$ cat src/design/interval_table_reclassifier_top_macros.svh
// Assertion macros shared by the interval table reclassifier RTL.
// Depends on nothing; included by the modules that carry assertions.
`ifndef INTERVAL_TABLE_RECLASSIFIER_TOP_MACROS_SVH
`define INTERVAL_TABLE_RECLASSIFIER_TOP_MACROS_SVH

// Same-cycle implication, checked outside reset.
`define ITR_ASSERT_NOW(label, clk, rst_n, ante, cons) \
  label: assert property (@(posedge clk) disable iff (!rst_n) (ante) |-> (cons)) \
    else $error("itr assertion failed");

// Next-cycle implication, checked outside reset.
`define ITR_ASSERT_NEXT(label, clk, rst_n, ante, cons) \
  label: assert property (@(posedge clk) disable iff (!rst_n) (ante) |=> (cons)) \
    else $error("itr assertion failed");

`endif

$ cat src/design/itr_pkg.sv
// Package for the interval table reclassifier: payload structs, configuration
// type, table row type and register index constants. No dependencies.
`timescale 1ns / 1ps
`default_nettype none

package itr_pkg;

  // Action codes carried by an input transaction.
  localparam logic ACT_CLASSIFY = 1'b0;
  localparam logic ACT_LOAD     = 1'b1;

  // Configuration register indexes.
  localparam int CFG_ADDR_W = 3;
  localparam logic [CFG_ADDR_W-1:0] CFG_ROW_COUNT       = 3'd0;
  localparam logic [CFG_ADDR_W-1:0] CFG_RIGHT_CLOSED    = 3'd1;
  localparam logic [CFG_ADDR_W-1:0] CFG_INCLUDE_EXTREME = 3'd2;
  localparam logic [CFG_ADDR_W-1:0] CFG_NA_REPLACE      = 3'd3;
  localparam logic [CFG_ADDR_W-1:0] CFG_NA_ONLY         = 3'd4;
  localparam logic [CFG_ADDR_W-1:0] CFG_NA_VALUE        = 3'd5;

  localparam int VAL_W      = 32;
  localparam int ROW_CNT_W  = 5;
  localparam int ROW_IDX_W  = 4;

  typedef struct packed {
    logic                    action;
    logic [ROW_IDX_W-1:0]    row_index;
    logic signed [VAL_W-1:0] lower_bound;
    logic signed [VAL_W-1:0] upper_bound;
    logic signed [VAL_W-1:0] replacement;
    logic signed [VAL_W-1:0] sample;
    logic                    sample_invalid;
  } in_item_t;

  typedef struct packed {
    logic signed [VAL_W-1:0] result_value;
    logic                    result_invalid;
    logic                    matched;
  } out_item_t;

  typedef struct packed {
    logic [ROW_CNT_W-1:0]    row_count;
    logic                    right_closed;
    logic                    include_extreme;
    logic                    na_replace;
    logic                    na_only;
    logic signed [VAL_W-1:0] na_value;
  } cfg_t;

  typedef struct packed {
    logic signed [VAL_W-1:0] low;
    logic signed [VAL_W-1:0] high;
    logic signed [VAL_W-1:0] repl;
  } row_t;

endpackage

`default_nettype wire

$ cat src/design/interval_table_reclassifier_top.sv
// Interval table reclassifier: ports, configuration registers, row table,
// input and result registers. Depends on itr_pkg, itr_lookup and the macro header.
//
// Usage:
//   The input channel (in_valid/in_ready/in_data) carries two kinds of
//   transaction. A load transaction (action = load) writes one table row
//   with its lower bound, upper bound and replacement value; it produces no
//   result. A classify transaction carries a Q16.16 sample and an invalid
//   flag and produces exactly one result on out_valid/out_ready/out_data.
//   The input register and the result register lie between input acceptance
//   and out_valid. Throughput is one transaction per cycle while out_ready
//   stays high; the figure is set by the combinational parallel compare of
//   the sample against every row between the two registers.
//   When the receiver stalls, the result register holds its transaction and
//   the input register holds one more; in_ready then drops until
//   out_ready returns.
//   The cfg_ port writes configuration registers with no wait; write it only
//   while no classify transaction is in flight.
//   Reset (rst_n low, synchronous) empties both stages and restores the
//   configuration defaults. Table rows are not cleared and must be loaded
//   before row_count covers them.
`timescale 1ns / 1ps
`default_nettype none
`include "interval_table_reclassifier_top_macros.svh"

module interval_table_reclassifier_top #(
  parameter int TABLE_ROWS = 16
) (
  input  logic                                  clk,
  input  logic                                  rst_n,
  input  logic                                  in_valid,
  output logic                                  in_ready,
  input  itr_pkg::in_item_t                     in_data,
  output logic                                  out_valid,
  input  logic                                  out_ready,
  output itr_pkg::out_item_t                    out_data,
  input  logic                                  cfg_we,
  input  logic [itr_pkg::CFG_ADDR_W-1:0]        cfg_addr,
  input  logic [itr_pkg::VAL_W-1:0]             cfg_wdata
);

  itr_pkg::cfg_t      cfg_r;
  itr_pkg::row_t      rows_r [TABLE_ROWS];
  logic               s1_valid_r;
  itr_pkg::in_item_t  s1_data_r;
  logic               out_valid_r;
  itr_pkg::out_item_t out_data_r;
  itr_pkg::out_item_t lookup_res;
  logic               in_fire;
  logic               s1_is_load;
  logic               s1_go;

  // Handshake: the input stage advances when it holds a load or the result
  // register is free or being emptied.
  assign s1_is_load = (s1_data_r.action == itr_pkg::ACT_LOAD);
  assign s1_go      = s1_valid_r && (s1_is_load || !out_valid_r || out_ready);
  assign in_ready   = !s1_valid_r || s1_go;
  assign in_fire    = in_valid && in_ready;
  assign out_valid  = out_valid_r;
  assign out_data   = out_data_r;

  // Configuration register writes.
  always_ff @(posedge clk) begin
    if (!rst_n) begin
      cfg_r.row_count       <= '0;
      cfg_r.right_closed    <= 1'b1;
      cfg_r.include_extreme <= 1'b0;
      cfg_r.na_replace      <= 1'b0;
      cfg_r.na_only         <= 1'b0;
      cfg_r.na_value        <= '0;
    end else if (cfg_we) begin
      case (cfg_addr)
        itr_pkg::CFG_ROW_COUNT:       cfg_r.row_count <= cfg_wdata[itr_pkg::ROW_CNT_W-1:0];
        itr_pkg::CFG_RIGHT_CLOSED:    cfg_r.right_closed <= cfg_wdata[0];
        itr_pkg::CFG_INCLUDE_EXTREME: cfg_r.include_extreme <= cfg_wdata[0];
        itr_pkg::CFG_NA_REPLACE:      cfg_r.na_replace <= cfg_wdata[0];
        itr_pkg::CFG_NA_ONLY:         cfg_r.na_only <= cfg_wdata[0];
        itr_pkg::CFG_NA_VALUE:        cfg_r.na_value <= $signed(cfg_wdata);
        default: begin
        end
      endcase
    end
  end

  // Table rows: a load transaction writes its row as it is accepted, so any
  // later classify transaction sees it. Indexes past the table are dropped.
  for (genvar j = 0; j < TABLE_ROWS; j++) begin : g_row
    always_ff @(posedge clk) begin
      if (in_fire && (in_data.action == itr_pkg::ACT_LOAD) &&
          ({{(32 - itr_pkg::ROW_IDX_W){1'b0}}, in_data.row_index} == 32'(j))) begin
        rows_r[j].low  <= in_data.lower_bound;
        rows_r[j].high <= in_data.upper_bound;
        rows_r[j].repl <= in_data.replacement;
      end
    end
  end

  // Input register.
  always_ff @(posedge clk) begin
    if (!rst_n) begin
      s1_valid_r <= 1'b0;
    end else if (in_ready) begin
      s1_valid_r <= in_valid;
    end
  end

  always_ff @(posedge clk) begin
    if (in_fire) begin
      s1_data_r <= in_data;
    end
  end

  // Parallel row compare and selection.
  itr_lookup #(
    .TABLE_ROWS(TABLE_ROWS)
  ) u_lookup (
    .cfg           (cfg_r),
    .rows          (rows_r),
    .sample        (s1_data_r.sample),
    .sample_invalid(s1_data_r.sample_invalid),
    .result        (lookup_res)
  );

  // Result register: filled by a classify transaction leaving the input stage.
  always_ff @(posedge clk) begin
    if (!rst_n) begin
      out_valid_r <= 1'b0;
    end else if (s1_go && !s1_is_load) begin
      out_valid_r <= 1'b1;
    end else if (out_ready) begin
      out_valid_r <= 1'b0;
    end
  end

  always_ff @(posedge clk) begin
    if (s1_go && !s1_is_load) begin
      out_data_r <= lookup_res;
    end
  end

  // Checks on the stage control and result fields.
  `ITR_ASSERT_NEXT(a_accept_fills_s1, clk, rst_n, in_fire, s1_valid_r)
  `ITR_ASSERT_NEXT(a_classify_gives_result, clk, rst_n, s1_go && !s1_is_load, out_valid_r)
  `ITR_ASSERT_NEXT(a_load_gives_no_result, clk, rst_n, s1_valid_r && s1_is_load && (!out_valid_r || out_ready), !out_valid_r)
  `ITR_ASSERT_NOW(a_matched_is_valid, clk, rst_n, out_valid_r && out_data_r.matched, !out_data_r.result_invalid)

endmodule

`default_nettype wire

$ cat src/design/itr_lookup.sv
// Combinational classification of one sample against all table rows in parallel.
// Depends on itr_pkg for the configuration, row and result types.
`timescale 1ns / 1ps
`default_nettype none

module itr_lookup #(
  parameter int TABLE_ROWS = 16
) (
  input  itr_pkg::cfg_t                   cfg,
  input  itr_pkg::row_t                   rows [TABLE_ROWS],
  input  logic signed [itr_pkg::VAL_W-1:0] sample,
  input  logic                            sample_invalid,
  output itr_pkg::out_item_t              result
);

  logic [TABLE_ROWS-1:0] in_use;
  logic [TABLE_ROWS-1:0] hit;
  logic [TABLE_ROWS-1:0] ext_eq;
  logic [TABLE_ROWS-1:0] ext_beats;
  logic [TABLE_ROWS-1:0] hit_first;
  logic [TABLE_ROWS-1:0] ext_first;
  logic                  ext_hit;
  logic signed [itr_pkg::VAL_W-1:0] hit_value;
  logic signed [itr_pkg::VAL_W-1:0] ext_value;

  // Per-row compares: interval membership and extreme-bound tests.
  always_comb begin
    for (int j = 0; j < TABLE_ROWS; j++) begin
      in_use[j] = ({{(32 - itr_pkg::ROW_CNT_W){1'b0}}, cfg.row_count} > 32'(j));
      if (cfg.right_closed) begin
        hit[j]       = in_use[j] && (sample > rows[j].low) && (sample <= rows[j].high);
        ext_eq[j]    = in_use[j] && (sample == rows[j].low);
        ext_beats[j] = in_use[j] && (rows[j].low < sample);
      end else begin
        hit[j]       = in_use[j] && (sample >= rows[j].low) && (sample < rows[j].high);
        ext_eq[j]    = in_use[j] && (sample == rows[j].high);
        ext_beats[j] = in_use[j] && (rows[j].high > sample);
      end
    end
  end

  // The sample is the extreme bound when some row holds it and no row goes past it.
  assign ext_hit = cfg.include_extreme && (|ext_eq) && !(|ext_beats);

  // First-row selection: one-hot of the lowest matching index, then an AND-OR mux.
  always_comb begin
    logic hit_seen;
    logic ext_seen;
    hit_seen  = 1'b0;
    ext_seen  = 1'b0;
    hit_value = '0;
    ext_value = '0;
    for (int j = 0; j < TABLE_ROWS; j++) begin
      hit_first[j] = hit[j] && !hit_seen;
      ext_first[j] = ext_eq[j] && !ext_seen;
      hit_seen     = hit_seen || hit[j];
      ext_seen     = ext_seen || ext_eq[j];
    end
    for (int j = 0; j < TABLE_ROWS; j++) begin
      hit_value = hit_value | ({itr_pkg::VAL_W{hit_first[j]}} & rows[j].repl);
      ext_value = ext_value | ({itr_pkg::VAL_W{ext_first[j]}} & rows[j].repl);
    end
  end

  // Final choice in priority order: invalid handling, bypass, extreme bound, table.
  always_comb begin
    result.result_value   = sample;
    result.result_invalid = 1'b0;
    result.matched        = 1'b0;
    if (sample_invalid) begin
      if (cfg.na_only || cfg.na_replace) begin
        result.result_value = cfg.na_value;
        result.matched      = 1'b1;
      end else begin
        result.result_invalid = 1'b1;
      end
    end else if (cfg.na_only) begin
      result.matched = 1'b0;
    end else if (ext_hit) begin
      result.result_value = ext_value;
      result.matched      = 1'b1;
    end else if (|hit) begin
      result.result_value = hit_value;
      result.matched      = 1'b1;
    end
  end

endmodule

`default_nettype wire

$ cat config.mk
export PLATFORM = sky130hd
export DESIGN_NAME = interval_table_reclassifier_top
export DESIGN_NICKNAME = d
export VERILOG_FILES = /design/src/design/itr_pkg.sv /design/src/design/interval_table_reclassifier_top.sv /design/src/design/itr_lookup.sv
export VERILOG_INCLUDE_DIRS = /design/src /design/src/design
export SDC_FILE = /design/constraint.sdc
export NUM_CORES = 2
export LEC_CHECK = 0
export BUFFER_PORTS_ARGS = -buffer_cell sky130_fd_sc_hd__clkbuf_2
export CAP_MARGIN = 0
export CORE_MARGIN = 2
export CORE_UTILIZATION = 57
export CTS_BUF_LIST = sky130_fd_sc_hd__clkbuf_16
export CTS_CLUSTER_DIAMETER = 60
export DETAILED_ROUTE_END_ITERATION = 8
export GPL_TIMING_DRIVEN = 1
export PLACE_DENSITY = 0.74
export SETUP_SLACK_MARGIN = 0.3
export SYNTH_ARGS = -nofsm -noshare
export SYNTH_HDL_FRONTEND = slang
export SYNTH_SLANG_ARGS = --single-unit
$ cat constraint.sdc
create_clock -name clk -period 9.96 [get_ports clk]
set_input_delay 0.498 -clock clk [delete_from_list [all_inputs] [get_ports clk]]
set_output_delay 0.498 -clock clk [all_outputs]
set_load 0.005 [all_outputs]
==> impl_results.md <==
- Status: finished, final reports clean
- Detailed-placement wirelength estimate: 191000 um
- Seq cells post-synth: 1647
- Synth Warn #: 0
- Crit end category: register
- WL final: 294000 um
- Residual DRC count: 0
- Yosys top cell area share: 56.3%
- Worst VDD drop: 143 uV
- RSZ-0062 raised after global routing: false
- Syn avg cell area: 12.3 um2
- Sw Pwr: 3.68 mW
- Io pins: 210
- Vias: 64202
- Slew Viols, Final: 0
- Max-cap violations: 0
- GRT Residual Overflow: 0
- GR Util All Layers: 38.1%
- Logic gate share of total power: 7.9%
- Mapped Area: 85500 um2
- Minimum clock period: 7.69 ns
- CP Data Required Time: 10.52 ns
- Switching share of power: 24.1%
- # rows: 142
- Clk pin slew, worst setup/hold paths: 0.06 ns
- Global-route wire length before repair: 416000 um
- DP Area: 90100 um2
- R2R depth: 16
- Nets: 8593
- Die area: 153000 um2
- Crit share post-route: 77.2%
- Chip height: 391 um
- Largest net degree at the start of global routing: 63
- CTS tree: done
- Max H-tree Level: 4
- Routed len/inst: 30.8 um
- Post-synth cell types: 89
- Initial antenna violation count: 24
- Data arrival, critical path: 8.25 ns
- Power Density: 159 nW/um2
- Vias in the first global route: 61658
- Post-route insts no fill: 9560
- Clock power frac: 41.7%
- CORE AREA: 149000 um2
- Ys flop type: edfxtp_1
- Fill count: 11037
- Post-Synthesis Net Count: 8150
- Setup TNS: 0 ns
- Min-delay worst type: in -> reg
- Post-synth EDFFs: 1604
- # port buffers: 209
- DRT antenna net count: 0
- WHS Path Cells: 3
- Fmax: 130 MHz
- Seq pwr share: 50.4%
- Leak Pwr: 39.2 nW
- RD Place Congestion: 1.07
- Fraction of layout instances using a drive strength above 1: 9.49%
- Most frequent cells in the layout: edfxtp_1, inv_1, ha_1
- Max-slew headroom: 4.62%
- Synth Instances: 6952
- Final number of hold-violating endpoints: 0
- Starting density of the core: 57.2%
- Die X: 391 um
- Placed cell count: 9166
- Initial DRC Count: 10515
- Cell taking the most area after synthesis: edfxtp_1
- CP startpoint kind: register
- Clk root buf: clkbuf_16
- Pint: 11.6 mW
- Post-CTS Setup Bufs: 0
- CTS buffer count: 174
- P&R area growth vs syn: 12.7%
- Vias/cell: 6.72
- Synth top area cells: edfxtp_1, ha_1, inv_1
- Critical Path Fanout Max: 35
- Seq/Total Area, Yosys: 57.3%
- Worst-skew pair later-pin latency: 0.85 ns
- Final setup vio count: 0
- Commonest non-fill, non-tap cell in the layout: edfxtp_1
- Async S/R FF share, synth: 0%
- Drt pass-1 iters: 9
- Final Cell Area: 96300 um2
- Worst Tran Pin Value: 1.42 ns
- Type of the worst setup path: reg -> reg
- Clock Path Buffers: 3
- Max Clock Skew: 0.0478 ns
- Sink Count: 1647
[power groups by stage]
stage / Combinational [mW] / Clock (mW) / Sequential, mW
6_report: 1.21 / 6.38 / 7.72
5_1_grt: 1.29 / 6.66 / 7.72
4_1_cts: 1.17 / 6.40 / 7.71
3_5_place_dp: 1.14 / 0 / 7.86
3_3_place_gp: 1.09 / 0 / 7.86
2_1_floorplan: 0.554 / 0 / 7.89
[metrics by stage]
| stage | utilization [%] | power (mW) | hold WS [ns] | setup WS [ns] |
|---|---|---|---|---|
| 2_1_floorplan | - | 8.44 | 0.440 | 0.614 |
| 3_3_place_gp | 60.3 | 8.95 | 0.450 | 2.68 |
| 3_5_place_dp | 60.3 | 9.00 | 0.459 | 2.53 |
| 4_1_cts | 64.5 | 15.3 | 0.00273 | 2.54 |
| 5_1_grt | 64.5 | 15.7 | 0.0289 | 2.29 |
| 6_report | 64.5 | 15.3 | 0.0429 | 2.27 |
[per-layer routing]
layer | track usage [%] | part of all wire, %
met5 | 1.08 | 0.13
met4 | 16.9 | 5.0
met3 | 11.7 | 15
met2 | 55.4 | 42
met1 | 52.4 | 38
[what timing repair did]
item | CTS | global route
gates resized for setup | 0 | 0
hold endpoints to repair | 69 | 0
hold buffers | 68 | 0
[final cells by class]
type,instances,area [um2],share of cell area [%]
clock buffer,176,4400,4.57
inverter,1053,3950,4.10
timing repair buffer,434,2930,3.04
tap,2016,2520,2.62
antenna,3,7.51,0.00779
clock inverter,146,1180,1.23
sequential,1647,49000,50.9
multi-input combinational,4085,32300,33.5
[cell families after synthesis]
kind of cell / share of synthesized area, %
adders and majority gates: 15.0
muxes: 0.666
and+or+nand+nor: 8.77
DFF: 57.3
buffers and inverters: 5.39
AOI/OAI and AO/OA: 12.8
xor gates and xnor gates: 0.0615
[registers in the layout, indices dropped and copies added, names as in the netlist]
register,flops
s1_valid_r,1
rows_r,1536
cfg_r,41
out_data,34
out_valid,1
s1_data_r,33
s1_is_load,1
[critical path, cell delays in order (launching register included)]
cell       delay [ns]
edfxtp_1         0.75
buf_4            0.45
ha_1             0.21
nand4_1          0.12
nor4_1           1.13
nor3b_1          0.65
o31ai_1          0.22
a21oi_2          0.25
o21ai_4          0.06
buf_4            0.27
or3_1            0.40
buf_4            0.30
or3_4            0.59
o41ai_4          1.14
buf_4            0.51
a2bb2oi_1        0.12
o41a_1           0.16
[final timing paths]
| path | from | to | slack (ns) |
|---|---|---|---|
| min | cfg_wdata[4] | cfg_r[40] | 0.04 |
| max | s1_data_r[26] | out_data[22] | 2.27 |
| min reg2reg | cfg_r[8] | cfg_r[8] | 0.47 |
| max reg2reg | s1_data_r[26] | out_data[22] | 2.27 |
[synthesized netlist by cell type (all sizes together), types with 54 or more instances]
library cell and number:
a211oi 57, a21boi 62, a21o 66, a21oi 381, a221oi 85, a22oi 175, clkbuf 150, edfxtp 1604
ha 1024, inv 1052, nand2 429, nand3 172, nand4 291, nor2 178, nor2b 54, nor3 65
nor4 59, o21a 57, o21ai 192
No activity file was read; power rests on OpenSTA's default activity.
